$ cat config.mk
export PLATFORM = sky130hd
export DESIGN_NAME = rvx_div_step
export DESIGN_NICKNAME = d
export VERILOG_FILES = /design/src/hdl/rvx_pkg.sv /design/src/hdl/rvx_div_step.sv
export SDC_FILE = /design/constraint.sdc
export NUM_CORES = 1
export LEC_CHECK = 0
export BUFFER_PORTS_ARGS = -buffer_cell sky130_fd_sc_hd__buf_2
export CORE_AREA = 4 4 208 210
export CTS_CLUSTER_SIZE = 14
export DETAILED_ROUTE_END_ITERATION = 8
export DIE_AREA = 0 0 212 214
export HOLD_SLACK_MARGIN = 0.02
export PLACE_DENSITY = 0.58
export SLEW_MARGIN = 10
export SYNTH_ARGS = -nofsm -noshare
export SYNTH_HDL_FRONTEND = slang
export SYNTH_SLANG_ARGS = --single-unit
$ cat constraint.sdc
create_clock -name aclk -period 4.3 [get_ports aclk]
set_input_delay 0.43 -clock aclk [delete_from_list [all_inputs] [get_ports aclk]]
set_output_delay 0.43 -clock aclk [all_outputs]
set_load 0.01 [all_outputs]
$ cat src/hdl/rvx_pkg.sv
// shared types, codes and helper functions of the rv32im execute unit
package rvx_pkg;

    localparam int XLEN       = 32;
    localparam int DIV_STAGES = XLEN;
    localparam int IN_W       = 176;
    localparam int OUT_W      = 104;

    localparam logic [3:0] CLS_REG   = 4'd0;
    localparam logic [3:0] CLS_IMM   = 4'd1;
    localparam logic [3:0] CLS_LOAD  = 4'd2;
    localparam logic [3:0] CLS_STORE = 4'd3;
    localparam logic [3:0] CLS_BR    = 4'd4;
    localparam logic [3:0] CLS_LUI   = 4'd5;
    localparam logic [3:0] CLS_AUIPC = 4'd6;
    localparam logic [3:0] CLS_JAL   = 4'd7;
    localparam logic [3:0] CLS_JALR  = 4'd8;

    localparam logic [2:0] F3_ADD  = 3'd0;
    localparam logic [2:0] F3_SLL  = 3'd1;
    localparam logic [2:0] F3_SLT  = 3'd2;
    localparam logic [2:0] F3_SLTU = 3'd3;
    localparam logic [2:0] F3_XOR  = 3'd4;
    localparam logic [2:0] F3_SR   = 3'd5;
    localparam logic [2:0] F3_OR   = 3'd6;
    localparam logic [2:0] F3_AND  = 3'd7;

    localparam logic [2:0] F3_LB  = 3'd0;
    localparam logic [2:0] F3_LH  = 3'd1;
    localparam logic [2:0] F3_LW  = 3'd2;
    localparam logic [2:0] F3_LBU = 3'd4;
    localparam logic [2:0] F3_LHU = 3'd5;

    localparam logic [2:0] F3_BEQ  = 3'd0;
    localparam logic [2:0] F3_BNE  = 3'd1;
    localparam logic [2:0] F3_BLT  = 3'd4;
    localparam logic [2:0] F3_BGE  = 3'd5;
    localparam logic [2:0] F3_BLTU = 3'd6;
    localparam logic [2:0] F3_BGEU = 3'd7;

    localparam logic [2:0] F3_MUL    = 3'd0;
    localparam logic [2:0] F3_MULH   = 3'd1;
    localparam logic [2:0] F3_MULHSU = 3'd2;
    localparam logic [2:0] F3_MULHU  = 3'd3;
    localparam logic [2:0] F3_DIV    = 3'd4;
    localparam logic [2:0] F3_DIVU   = 3'd5;
    localparam logic [2:0] F3_REM    = 3'd6;
    localparam logic [2:0] F3_REMU   = 3'd7;

    localparam logic [XLEN-1:0] LINK_OFS  = 32'd4;
    localparam logic [XLEN-1:0] WORD_MASK = 32'hFFFFFFFC;
    localparam logic [XLEN-1:0] UPPER_MASK = 32'hFFFFF000;
    localparam logic [XLEN-1:0] JALR_MASK = 32'hFFFFFFFE;

    // one in-flight instruction between stages
    typedef struct packed {
        logic [XLEN-1:0]   res_nd;
        logic              wr;
        logic              taken;
        logic [XLEN-1:0]   tgt;
        logic [XLEN-1:0]   addr;
        logic              ill;
        logic              is_mul;
        logic              mul_hi;
        logic [2*XLEN-1:0] prod;
        logic              is_div;
        logic              is_rem;
        logic              div0;
        logic              neg_q;
        logic              neg_r;
        logic [XLEN-1:0]   rem;
        logic [XLEN-1:0]   quo;
        logic [XLEN-1:0]   dvs;
    } pipe_t;

    function automatic logic lt_s(input logic [XLEN-1:0] a, input logic [XLEN-1:0] b);
        lt_s = $signed(a) < $signed(b);
    endfunction

    function automatic logic [XLEN-1:0] alu_op(input logic [2:0] f3, input logic alt,
                                               input logic [XLEN-1:0] a,
                                               input logic [XLEN-1:0] b);
        logic [4:0] sh;
        sh = b[4:0];
        case (f3)
            F3_ADD:  alu_op = alt ? a - b : a + b;
            F3_SLL:  alu_op = a << sh;
            F3_SLT:  alu_op = {{(XLEN-1){1'b0}}, lt_s(a, b)};
            F3_SLTU: alu_op = {{(XLEN-1){1'b0}}, (a < b)};
            F3_XOR:  alu_op = a ^ b;
            F3_SR:   alu_op = alt ? XLEN'($signed(a) >>> sh) : a >> sh;
            F3_OR:   alu_op = a | b;
            default: alu_op = a & b;
        endcase
    endfunction

endpackage

$ cat src/hdl/rvx_div_step.sv
// one restoring-divide stage: one quotient bit per stage
module rvx_div_step import rvx_pkg::*; (
    input  logic  aclk,
    input  logic  aresetn,
    input  logic  en,
    input  logic  in_valid,
    input  pipe_t in_pipe,
    output logic  out_valid,
    output pipe_t out_pipe
);

    logic          valid_reg;
    pipe_t         pipe_reg;
    pipe_t         p;
    logic [XLEN:0] trial;
    logic [XLEN:0] diff;

    always_comb begin
        p     = in_pipe;
        trial = {in_pipe.rem, in_pipe.quo[XLEN-1]};
        diff  = trial - {1'b0, in_pipe.dvs};
        if (!diff[XLEN]) begin
            p.rem = diff[XLEN-1:0];
            p.quo = {in_pipe.quo[XLEN-2:0], 1'b1};
        end else begin
            p.rem = trial[XLEN-1:0];
            p.quo = {in_pipe.quo[XLEN-2:0], 1'b0};
        end
    end

    always_ff @(posedge aclk) begin
        if (!aresetn) begin
            valid_reg <= 1'b0;
        end else if (en) begin
            valid_reg <= in_valid;
        end
    end

    always_ff @(posedge aclk) begin
        if (en) begin
            pipe_reg <= p;
        end
    end

    assign out_valid = valid_reg;
    assign out_pipe  = pipe_reg;

endmodule

==> flow_summary.yaml <==
placement:
  portBuffers: 536
  hpwl_um: 31000
  gp_congestion: 0.910
worst_hold_path:
  hold_path.class: "in -> reg"
  min_to: "out_pipe[257]$_DFFE_PP_"
  min_path_cells: 1
  worstHoldStart: "in_pipe[257]"
worst_setup_path:
  worstSetupPathType: "in -> reg"
  reg2reg_slack_ps: 3670
  reg2reg_depth: 2
  arrival_ps: 3320
  path_buf_inv: 3
  crit_fanout: 22
  crit_chain: "buf_2 -> inv_1 -> ha_1 -> fa_1 -> nand2b_1 -> a21oi_1 -> o211ai_1 -> a21oi_1 -> o31a_2 -> mux2i_1 -> nor2_4 -> buf_4 -> mux2_2"
  reg2reg_from: "out_valid$_SDFFE_PN0P_"
  cp_top_family: "compound AO/OA/AOI/OAI gates"
  worstPathRequired_ps: 4590
  r2r_end: "out_valid$_SDFFE_PN0P_"
  slowest_delay_ps: 400
  cpMostUsedCell: "a21oi_1"
  cp-end-kind: "flop"
  cp-start-kind: "input port"
  crit_slowest_cell: "buf_4"
timing:
  timing.slew.headroom_pct: 43.7
  hold_viol: 0
  period_share_pct: 70.3
  worst_pin_slew_ps: 845
  period_minus_slack_ps: 3020
  fin_tns_setup_ps: 0
  slew_viol_final: 0
  setup_viol: 0
  fmax_mhz: 331
  rsz0062_at_grt: "no"
  finClkSkew_ps: 0
synthesis:
  syn_area_per_cell_um2: 17.2
  ys_warn_count: 0
  synth_edf_count: 266
  ys_seq_area_share_pct: 76.1
  syn-cell-area_um2: 10500
  ys_ff_latch: 267
  yosys.cell_types.count: 50
  async_reset_ff_share_pct: 0
  mappedNetlistNets: 916
  synthFlopType: "edfxtp_1"
  syn_inst: 613
die:
  rows: 75
  die-area_um2: 45400
  die_h_um: 214
  core_area_um2: 41600
  io_pins: 537
  die-width_um: 212
  start_util_pct: 25.3
clock_network:
  cts_buffer_depth: 3
  clk_latency_ps: 540
  clk_pin_slew_ps: 60
  root_buffer: "clkbuf_16"
  ctsHtreeMaxLevel: 1
  cts_resized: 0
  tritoncts: "done"
  cts.sinks: 267
  cts-buffers-inserted: 30
route:
  vias: 8150
  final_antenna_net_count: 0
  dr.pass1.iters: 5
  vias_per_cell: 4.37
  drc: 0
  drt_iter0_drc: 574
  post_drt_wl_per_cell_um: 21.4
  wl_um: 39900
power:
  power_density_nw_per_um2: 439
  leakage_nw: 7.07
  p_total_mw: 7.10
  vdd_drop_max_uv: 261
finish:
  num-fill-cells: 3908
  regArea_um2: 8010
  drive_above_1_share_pct: 47.2
  nets: 1603
  area_growth_pct: 54.0
  multi_input_area_um2: 2300
global_route:
  grt_overflow: 0
  grt_pass1_vias: 8437
  track_usage_pct: 16.4
  grt_start_max_net_pins: 103
  grt_first_pass_wirelength_um: 55500
  antenna_found_initial: 10
run:
  drv_cap: 0
status:
  status: "complete, no violations"
worst max path at each step:
| stage | endpoint | slack [ps] | startpoint | depth (start not counted) |
|---|---|---|---|---|
| finish | out_pipe[66]$_DFFE_PP_ | 1280 | in_pipe[63] | 13 |
| global route | out_pipe[67]$_DFFE_PP_ | 1110 | in_pipe[63] | 13 |
| CTS | out_pipe[67]$_DFFE_PP_ | 1260 | in_pipe[63] | 13 |
| detailed placement | out_pipe[67]$_DFFE_PP_ | 680 | in_pipe[63] | 13 |
| global placement | out_pipe[67]$_DFFE_PP_ | 720 | in_pipe[63] | 13 |
| floorplan | out_pipe[68]$_DFFE_PP_ | 1350 | in_pipe[63] | 12 |
registers in the layout, summed over array words and instances, names as in the netlist:
name and cells:
out_pipe 266, out_valid 1
layout by cell type, fill, tap and decap left out, drive strengths merged, types with 4 or more instances in the layout:
master and instances:
clkbuf 34, dlygate4sd3 124, ha 32, nand3 10
inv 40, clkinv 11, nand2b 8, nand2 27
a21oi 39, buf 542, mux2 28, edfxtp 266
o211ai 6, o21bai 5, xnor2 13, xor2 10
a21o 18, o21a 5, bufinv 6, and3 4
mux2i 6, o21ai 18, nor2 19, nor2b 6
nand4 6, nor3 4
worst reg2reg max path: cells and delay by family (launching register included):
| family | cells | cell delay, ps |
|---|---|---|
| DFF | 1 | 360 |
| and+or+nand+nor | 1 | 130 |
| muxes | 1 | 80 |
timing repair:
| action | 4_1_cts | 5_1_grt |
|---|---|---|
| buffers inserted | 0 | 0 |
| hold buffers | 116 | 8 |
| endpoints found under the hold margin | 116 | 8 |
metal layers:
metal / vias up / share of wire, % / GRT usage [%]
met2: 363 / 49 / 28.4
met1: 3975 / 38 / 18.7
li1: 3718 / - / -
met4: 12 / 4.8 / 7.30
met3: 82 / 7.4 / 4.47
met5: - / 0.19 / 0
per-stage QoR:
step	setup WS, ps	instance area [um^2]	utilization, %	instances	hold slack, ps
after floorplan	1350	10500	-	613	529
after global placement	718	13900	33.4	1683	538
after detailed placement	682	13900	33.4	1683	553
after CTS	1260	16100	38.7	1855	20.1
after global routing	1110	16200	39.0	1866	22.5
final	1280	16200	39.0	1866	58.0
final cells by class:
cell class / instances / area share (%)
multi-input cells: 297 / 14.2
inverters: 38 / 0.881
flip-flops and latches: 267 / 49.5
diodes: 3 / 0.0464
clock buffers: 34 / 4.86
repair buffers: 666 / 24.6
clock inverters: 22 / 1.75
well taps: 539 / 4.16
synthesized netlist by cell type, types with 4 or more instances:
cell | number | area share (%)
a21o_1 | 18 | 1.3
a21oi_1 | 38 | 1.8
and3_1 | 4 | 0.24
buf_6 | 4 | 0.43
clkbuf_1 | 5 | 0.18
edfxtp_1 | 266 | 76
ha_1 | 32 | 3.8
inv_1 | 38 | 1.4
mux2_4 | 25 | 3.6
mux2i_1 | 6 | 0.57
nand2_1 | 27 | 0.96
nand2b_1 | 8 | 0.48
nand3_1 | 10 | 0.48
nand4_1 | 6 | 0.36
nor2_1 | 18 | 0.64
nor2b_1 | 6 | 0.36
nor3_1 | 4 | 0.19
o211ai_1 | 6 | 0.43
o21a_1 | 5 | 0.36
o21ai_0 | 17 | 0.81
o21bai_1 | 5 | 0.36
xnor2_1 | 13 | 1.1
xor2_1 | 10 | 0.83
logic make-up after synthesis:
family | after synthesis | share of synthesized area, %
and+or+nand+nor | 100 | 4.93
muxes | 34 | 4.46
buffers and inverters | 49 | 2.06
AOI/OAI and AO/OA | 107 | 6.51
DFF | 267 | 76.1
xor gates and xnor gates | 23 | 1.92
adders and majority gates | 33 | 4.00
power by group:
part / switching (mW) / total (mW) / internal, mW
Combinational: 0.626 / 1.15 / 0.526
Sequential: 0.0613 / 3.20 / 3.13
Clock: 1.07 / 2.75 / 1.68
Total: 1.76 / 7.10 / 5.34
No activity file was read; power rests on OpenSTA's default activity.
