===== src/hdl/rvx_pkg.sv =====
// shared types, codes and helper functions of the rv32im execute unit
package rvx_pkg;

    localparam int XLEN       = 32;
    localparam int DIV_STAGES = XLEN;
    localparam int IN_W       = 176;
    localparam int OUT_W      = 104;

    localparam logic [3:0] CLS_REG   = 4'd0;
    localparam logic [3:0] CLS_IMM   = 4'd1;
    localparam logic [3:0] CLS_LOAD  = 4'd2;
    localparam logic [3:0] CLS_STORE = 4'd3;
    localparam logic [3:0] CLS_BR    = 4'd4;
    localparam logic [3:0] CLS_LUI   = 4'd5;
    localparam logic [3:0] CLS_AUIPC = 4'd6;
    localparam logic [3:0] CLS_JAL   = 4'd7;
    localparam logic [3:0] CLS_JALR  = 4'd8;

    localparam logic [2:0] F3_ADD  = 3'd0;
    localparam logic [2:0] F3_SLL  = 3'd1;
    localparam logic [2:0] F3_SLT  = 3'd2;
    localparam logic [2:0] F3_SLTU = 3'd3;
    localparam logic [2:0] F3_XOR  = 3'd4;
    localparam logic [2:0] F3_SR   = 3'd5;
    localparam logic [2:0] F3_OR   = 3'd6;
    localparam logic [2:0] F3_AND  = 3'd7;

    localparam logic [2:0] F3_LB  = 3'd0;
    localparam logic [2:0] F3_LH  = 3'd1;
    localparam logic [2:0] F3_LW  = 3'd2;
    localparam logic [2:0] F3_LBU = 3'd4;
    localparam logic [2:0] F3_LHU = 3'd5;

    localparam logic [2:0] F3_BEQ  = 3'd0;
    localparam logic [2:0] F3_BNE  = 3'd1;
    localparam logic [2:0] F3_BLT  = 3'd4;
    localparam logic [2:0] F3_BGE  = 3'd5;
    localparam logic [2:0] F3_BLTU = 3'd6;
    localparam logic [2:0] F3_BGEU = 3'd7;

    localparam logic [2:0] F3_MUL    = 3'd0;
    localparam logic [2:0] F3_MULH   = 3'd1;
    localparam logic [2:0] F3_MULHSU = 3'd2;
    localparam logic [2:0] F3_MULHU  = 3'd3;
    localparam logic [2:0] F3_DIV    = 3'd4;
    localparam logic [2:0] F3_DIVU   = 3'd5;
    localparam logic [2:0] F3_REM    = 3'd6;
    localparam logic [2:0] F3_REMU   = 3'd7;

    localparam logic [XLEN-1:0] LINK_OFS  = 32'd4;
    localparam logic [XLEN-1:0] WORD_MASK = 32'hFFFFFFFC;
    localparam logic [XLEN-1:0] UPPER_MASK = 32'hFFFFF000;
    localparam logic [XLEN-1:0] JALR_MASK = 32'hFFFFFFFE;

    // one in-flight instruction between stages
    typedef struct packed {
        logic [XLEN-1:0]   res_nd;
        logic              wr;
        logic              taken;
        logic [XLEN-1:0]   tgt;
        logic [XLEN-1:0]   addr;
        logic              ill;
        logic              is_mul;
        logic              mul_hi;
        logic [2*XLEN-1:0] prod;
        logic              is_div;
        logic              is_rem;
        logic              div0;
        logic              neg_q;
        logic              neg_r;
        logic [XLEN-1:0]   rem;
        logic [XLEN-1:0]   quo;
        logic [XLEN-1:0]   dvs;
    } pipe_t;

    function automatic logic lt_s(input logic [XLEN-1:0] a, input logic [XLEN-1:0] b);
        lt_s = $signed(a) < $signed(b);
    endfunction

    function automatic logic [XLEN-1:0] alu_op(input logic [2:0] f3, input logic alt,
                                               input logic [XLEN-1:0] a,
                                               input logic [XLEN-1:0] b);
        logic [4:0] sh;
        sh = b[4:0];
        case (f3)
            F3_ADD:  alu_op = alt ? a - b : a + b;
            F3_SLL:  alu_op = a << sh;
            F3_SLT:  alu_op = {{(XLEN-1){1'b0}}, lt_s(a, b)};
            F3_SLTU: alu_op = {{(XLEN-1){1'b0}}, (a < b)};
            F3_XOR:  alu_op = a ^ b;
            F3_SR:   alu_op = alt ? XLEN'($signed(a) >>> sh) : a >> sh;
            F3_OR:   alu_op = a | b;
            default: alu_op = a & b;
        endcase
    endfunction

endpackage


===== src/hdl/rvx_back.sv =====
// last stage: sign fixup, multiply half select and output register
module rvx_back import rvx_pkg::*; (
    input  logic             aclk,
    input  logic             aresetn,
    input  logic             en,
    input  logic             in_valid,
    input  pipe_t            in_pipe,
    output logic             out_valid,
    output logic [OUT_W-1:0] out_data
);

    logic             valid_reg;
    logic [OUT_W-1:0] data_reg;
    logic [XLEN-1:0]  res;
    logic [XLEN-1:0]  dres;

    always_comb begin
        if (in_pipe.div0) begin
            dres = in_pipe.is_rem ? in_pipe.res_nd : '1;
        end else if (in_pipe.is_rem) begin
            dres = in_pipe.neg_r ? -in_pipe.rem : in_pipe.rem;
        end else begin
            dres = in_pipe.neg_q ? -in_pipe.quo : in_pipe.quo;
        end
        if (in_pipe.is_mul) begin
            res = in_pipe.mul_hi ? in_pipe.prod[2*XLEN-1:XLEN] : in_pipe.prod[XLEN-1:0];
        end else if (in_pipe.is_div) begin
            res = dres;
        end else begin
            res = in_pipe.res_nd;
        end
    end

    always_ff @(posedge aclk) begin
        if (!aresetn) begin
            valid_reg <= 1'b0;
        end else if (en) begin
            valid_reg <= in_valid;
        end
    end

    always_ff @(posedge aclk) begin
        if (en) begin
            data_reg <= {5'd0, in_pipe.ill, in_pipe.addr, in_pipe.tgt,
                         in_pipe.taken, in_pipe.wr, res};
        end
    end

    assign out_valid = valid_reg;
    assign out_data  = data_reg;

endmodule


===== config.mk =====
export PLATFORM = sky130hd
export DESIGN_NAME = rvx_back
export DESIGN_NICKNAME = d
export VERILOG_FILES = /design/src/hdl/rvx_pkg.sv /design/src/hdl/rvx_back.sv
export SDC_FILE = /design/constraint.sdc
export NUM_CORES = 1
export LEC_CHECK = 0
export BUFFER_PORTS_ARGS = -buffer_cell sky130_fd_sc_hd__buf_2
export CELL_PAD_IN_SITES_DETAIL_PLACEMENT = 1
export CELL_PAD_IN_SITES_GLOBAL_PLACEMENT = 2
export CORE_MARGIN = 4
export CORE_UTILIZATION = 21
export CTS_CLUSTER_SIZE = 24
export DETAILED_ROUTE_END_ITERATION = 10
export GPL_ROUTABILITY_DRIVEN = 0
export PLACE_DENSITY = 0.72
export SLEW_MARGIN = 20
export SYNTH_ARGS = -nofsm -noshare
export SYNTH_HDL_FRONTEND = slang
export SYNTH_SLANG_ARGS = --single-unit
export TNS_END_PERCENT = 10

===== constraint.sdc =====
create_clock -name aclk -period 2.7 [get_ports aclk]
set_clock_uncertainty 0.1 [all_clocks]
set_input_delay 0.27 -clock aclk [delete_from_list [all_inputs] [get_ports aclk]]
set_output_delay 0.27 -clock aclk [all_outputs]
set_load 0.02 [all_outputs]

==> Implementation_results.wiki <==
{| class="wikitable"
! Metric !! Value
|-
| Terminating pin of the worst hold path || out_data[87]
|-
| Slew at the pin closest to its max-slew limit || 681 ps
|-
| Sequential area share after synthesis || 0.529
|-
| Outcome || finished clean
|-
| Relative area change from synthesis to final layout || 56.7%
|-
| ANT nets after route || 0
|-
| Endpoint required time on the critical path || 2810 ps
|-
| Logic gate share of total power || 0.257
|-
| Worst flop-to-flop path endpoint || out_valid
|-
| Post-place instance area || 0.00790 mm2
|-
| Largest cells by area after synthesis || edfxtp_1, xnor2_1, mux2i_1
|-
| Library cell with the largest summed area after synthesis || edfxtp_1
|-
| Clock Pin Slew Worst Setup and Hold Paths || 80 ps
|-
| Net count reported at finish || 1191
|-
| Iteration count of the initial detailed-routing pass || 4
|-
| Global Route Usage Sum || 0.173
|-
| Hold path cells || 1
|-
| Final slew viol count || 0
|-
| Flops & latches, synth || 100
|-
| Antenna violations before repair || 7
|-
| Starting density of the core || 0.215
|-
| Critical path endpoint category || register
|-
| Most common cell after layout, fill and taps aside || buf_2
|-
| Internal reg-to-reg setup slack || 2000 ps
|-
| Total of buffers placed on input and output ports || 337
|-
| Number of cells on the worst reg-to-reg path || 2
|-
| TritonCTS clock tree || built
|-
| Remaining DRCs || 0
|-
| Maximum resistive drop on vdd || 0.212 mV
|-
| Int Power || 2.97 mW
|-
| Worst min-delay path startpoint || in_pipe[189]
|-
| Remaining max-slew budget at the tightest pin || 0.542
|-
| Maximum clock rate || 421 MHz
|-
| Crit Path Class || input port to register
|-
| Sw Share || 0.307
|-
| Die span in x || 172 um
|-
| Number of enable-type register cells in the synthesized netlist || 99
|-
| Number of clock sinks seen by CTS || 100
|-
| Wire length of the first global-routing pass || 38.0 mm
|-
| Worst Hold Class || input port to register
|-
| Insertion delay to the later sink of the worst-skew pair || 340 ps
|-
| Estimated wirelength of the detail-placed design || 22.0 mm
|-
| Switching power total || 1.31 mW
|-
| Area share of the largest cell type after synthesis || 0.525
|-
| Vias in the first global route || 6135
|-
| Biggest fanout along the worst timing path || 6
|-
| Overall die area || 0.0296 mm2
|-
| Areal power density over the cells || 483 mW/mm2
|-
| Clock root buffer || clkbuf_16
|-
| Final Hold Fails || 0
|-
| Number of core rows || 59
|-
| Maximum number of pins on one net before global-route repair || 59
|-
| Max Root-Sink Buffers || 2
|-
| Fin crit share || 0.880
|-
| Total Neg Setup Slack || 0 ps
|-
| Count of max-cap constraint violations || 0
|-
| Average vias per placed instance || 4.60
|-
| Setup repair after global routing missed its margin || false
|-
| FF-to-FF Start || out_valid
|-
| Post-Synthesis Cells || 505
|-
| Layout filler cell count || 3049
|-
| CP Launch Type || input port
|-
| Ratio of cells with drive above 1 in the final layout || 0.429
|-
| Post-synth cell types || 54
|-
| Core Area || 0.0263 mm2
|-
| Total setup buffers inserted after CTS || 0
|-
| 1st-iter DRT viols || 281
|-
| Leak || 3.70 nW
|-
| Maximum level of the CTS H-tree || 3
|-
| Clock share of power || 0.298
|-
| Main flop type after synthesis || edfxtp_1
|-
| Post-route standard cell area excluding fillers || 0.00886 mm2
|-
| Boundary pin count || 375
|-
| Proportion of register bits with asynchronous set or reset after synthesis || 0
|-
| Post-synth design cell area || 0.00566 mm2
|-
| CP Data Arrival Time || 2480 ps
|-
| Commonest non-fill, non-tap cells in the layout || buf_2, edfxtp_1, dlygate4sd3_1
|-
| Total routed wirelength || 27.5 mm
|-
| Count of yosys warnings during synthesis || 0
|-
| Seq pwr share || 0.445
|-
| Setup violation total in the final timing report || 0
|-
| Period minus WS final || 2370 ps
|-
| Wirelength per Cell || 21.8 um
|-
| Number of buffers created by CTS || 9
|-
| Y dimension of the die || 172 um
|-
| Routed via count || 5801
|-
| Overflow left after global routing || 0
|-
| Average footprint of a synthesized cell || 11.2 um2
|}
timing repair:
action                    CTS  global route
hold buffers               64             2
gates resized for setup     0             0
hold endpoints to repair   64             2
Yosys cell counts, types with 4 or more instances:
master / number
edfxtp_1: 99
a21oi_1: 35
o21ai_0: 35
xnor2_1: 31
nand2_1: 27
nor3_1: 27
mux2i_1: 26
xor2_1: 26
clkbuf_1: 24
o31ai_1: 20
nor2_1: 17
o22ai_1: 16
nor4_1: 11
o41ai_1: 11
a211oi_1: 8
nand3_1: 8
mux2_2: 7
nand2b_1: 7
or3_1: 7
buf_4: 5
inv_1: 5
nand4_1: 4
nor2b_1: 4
cell families after synthesis:
kind of cell,share of synthesized area
mux,0.0599
buf+inv,0.0314
xor+xnor,0.0882
compound gates,0.178
other cells,0.000663
simple gates,0.108
fa+ha+maj,0.00442
flops,0.529
worst max-delay path, stage by stage:
cell      delay (ps)
buf_2            110
or4_4            540
or3_1            340
or3_1            530
buf_4            200
o311ai_1         220
o41ai_1          110
a21oi_1          150
power by group through the flow:
stage / registers, mW / clock network (mW) / logic [mW]
floorplan: 2.12 / 0 / 0.306
finish: 1.91 / 1.28 / 1.10
CTS: 1.90 / 1.34 / 1.11
global placement: 1.93 / 0 / 1.01
global route: 1.92 / 1.40 / 1.19
detailed placement: 1.94 / 0 / 1.03
sequential cells by signal (all words and copies together), names as in the netlist:
signal and count:
out_data 99, out_valid 1
layout make-up:
type / instances / area, um2 / area share
flip-flops and latches: 100 / 2990 / 0.338
repair buffers: 433 / 2610 / 0.295
multi-input cells: 369 / 2510 / 0.284
well taps: 335 / 419 / 0.0473
clock buffers: 9 / 225 / 0.0254
clock inverters: 7 / 71.3 / 0.00805
inverters: 6 / 22.5 / 0.00254
diodes: 3 / 7.51 / 0.000847
metal layers:
layer	track usage	routed length, um	vias to the layer above
li1	-	-	2794
met1	0.196	10800	2761
met2	0.319	14200	208
met3	0.0549	2130	28
met4	0.0355	334	10
met5	0	58	-
stage by stage:
stage	total power [mW]	util	hold slack, ps	setup slack (ps)	instances
5_1_grt	4.51	0.337	0.446	164	1260
2_1_floorplan	2.42	-	269	99.1	509
3_3_place_gp	2.94	0.301	346	-19.0	1177
6_report	4.28	0.337	22.0	325	1262
3_5_place_dp	2.97	0.301	348	-21.9	1177
4_1_cts	4.36	0.336	2.61	338	1257
how the worst max path moves through the flow:
stage	startpoint	endpoint	slack, ps
3_3_place_gp	in_pipe[80]	out_data[21]	-20
3_5_place_dp	in_pipe[80]	out_data[23]	-20
5_1_grt	in_pipe[80]	out_data[23]	160
4_1_cts	in_pipe[80]	out_data[23]	340
2_1_floorplan	in_pipe[80]	out_data[31]	100
6_report	in_pipe[80]	out_data[23]	330
Note: power is estimated with default switching activity, not from simulation.
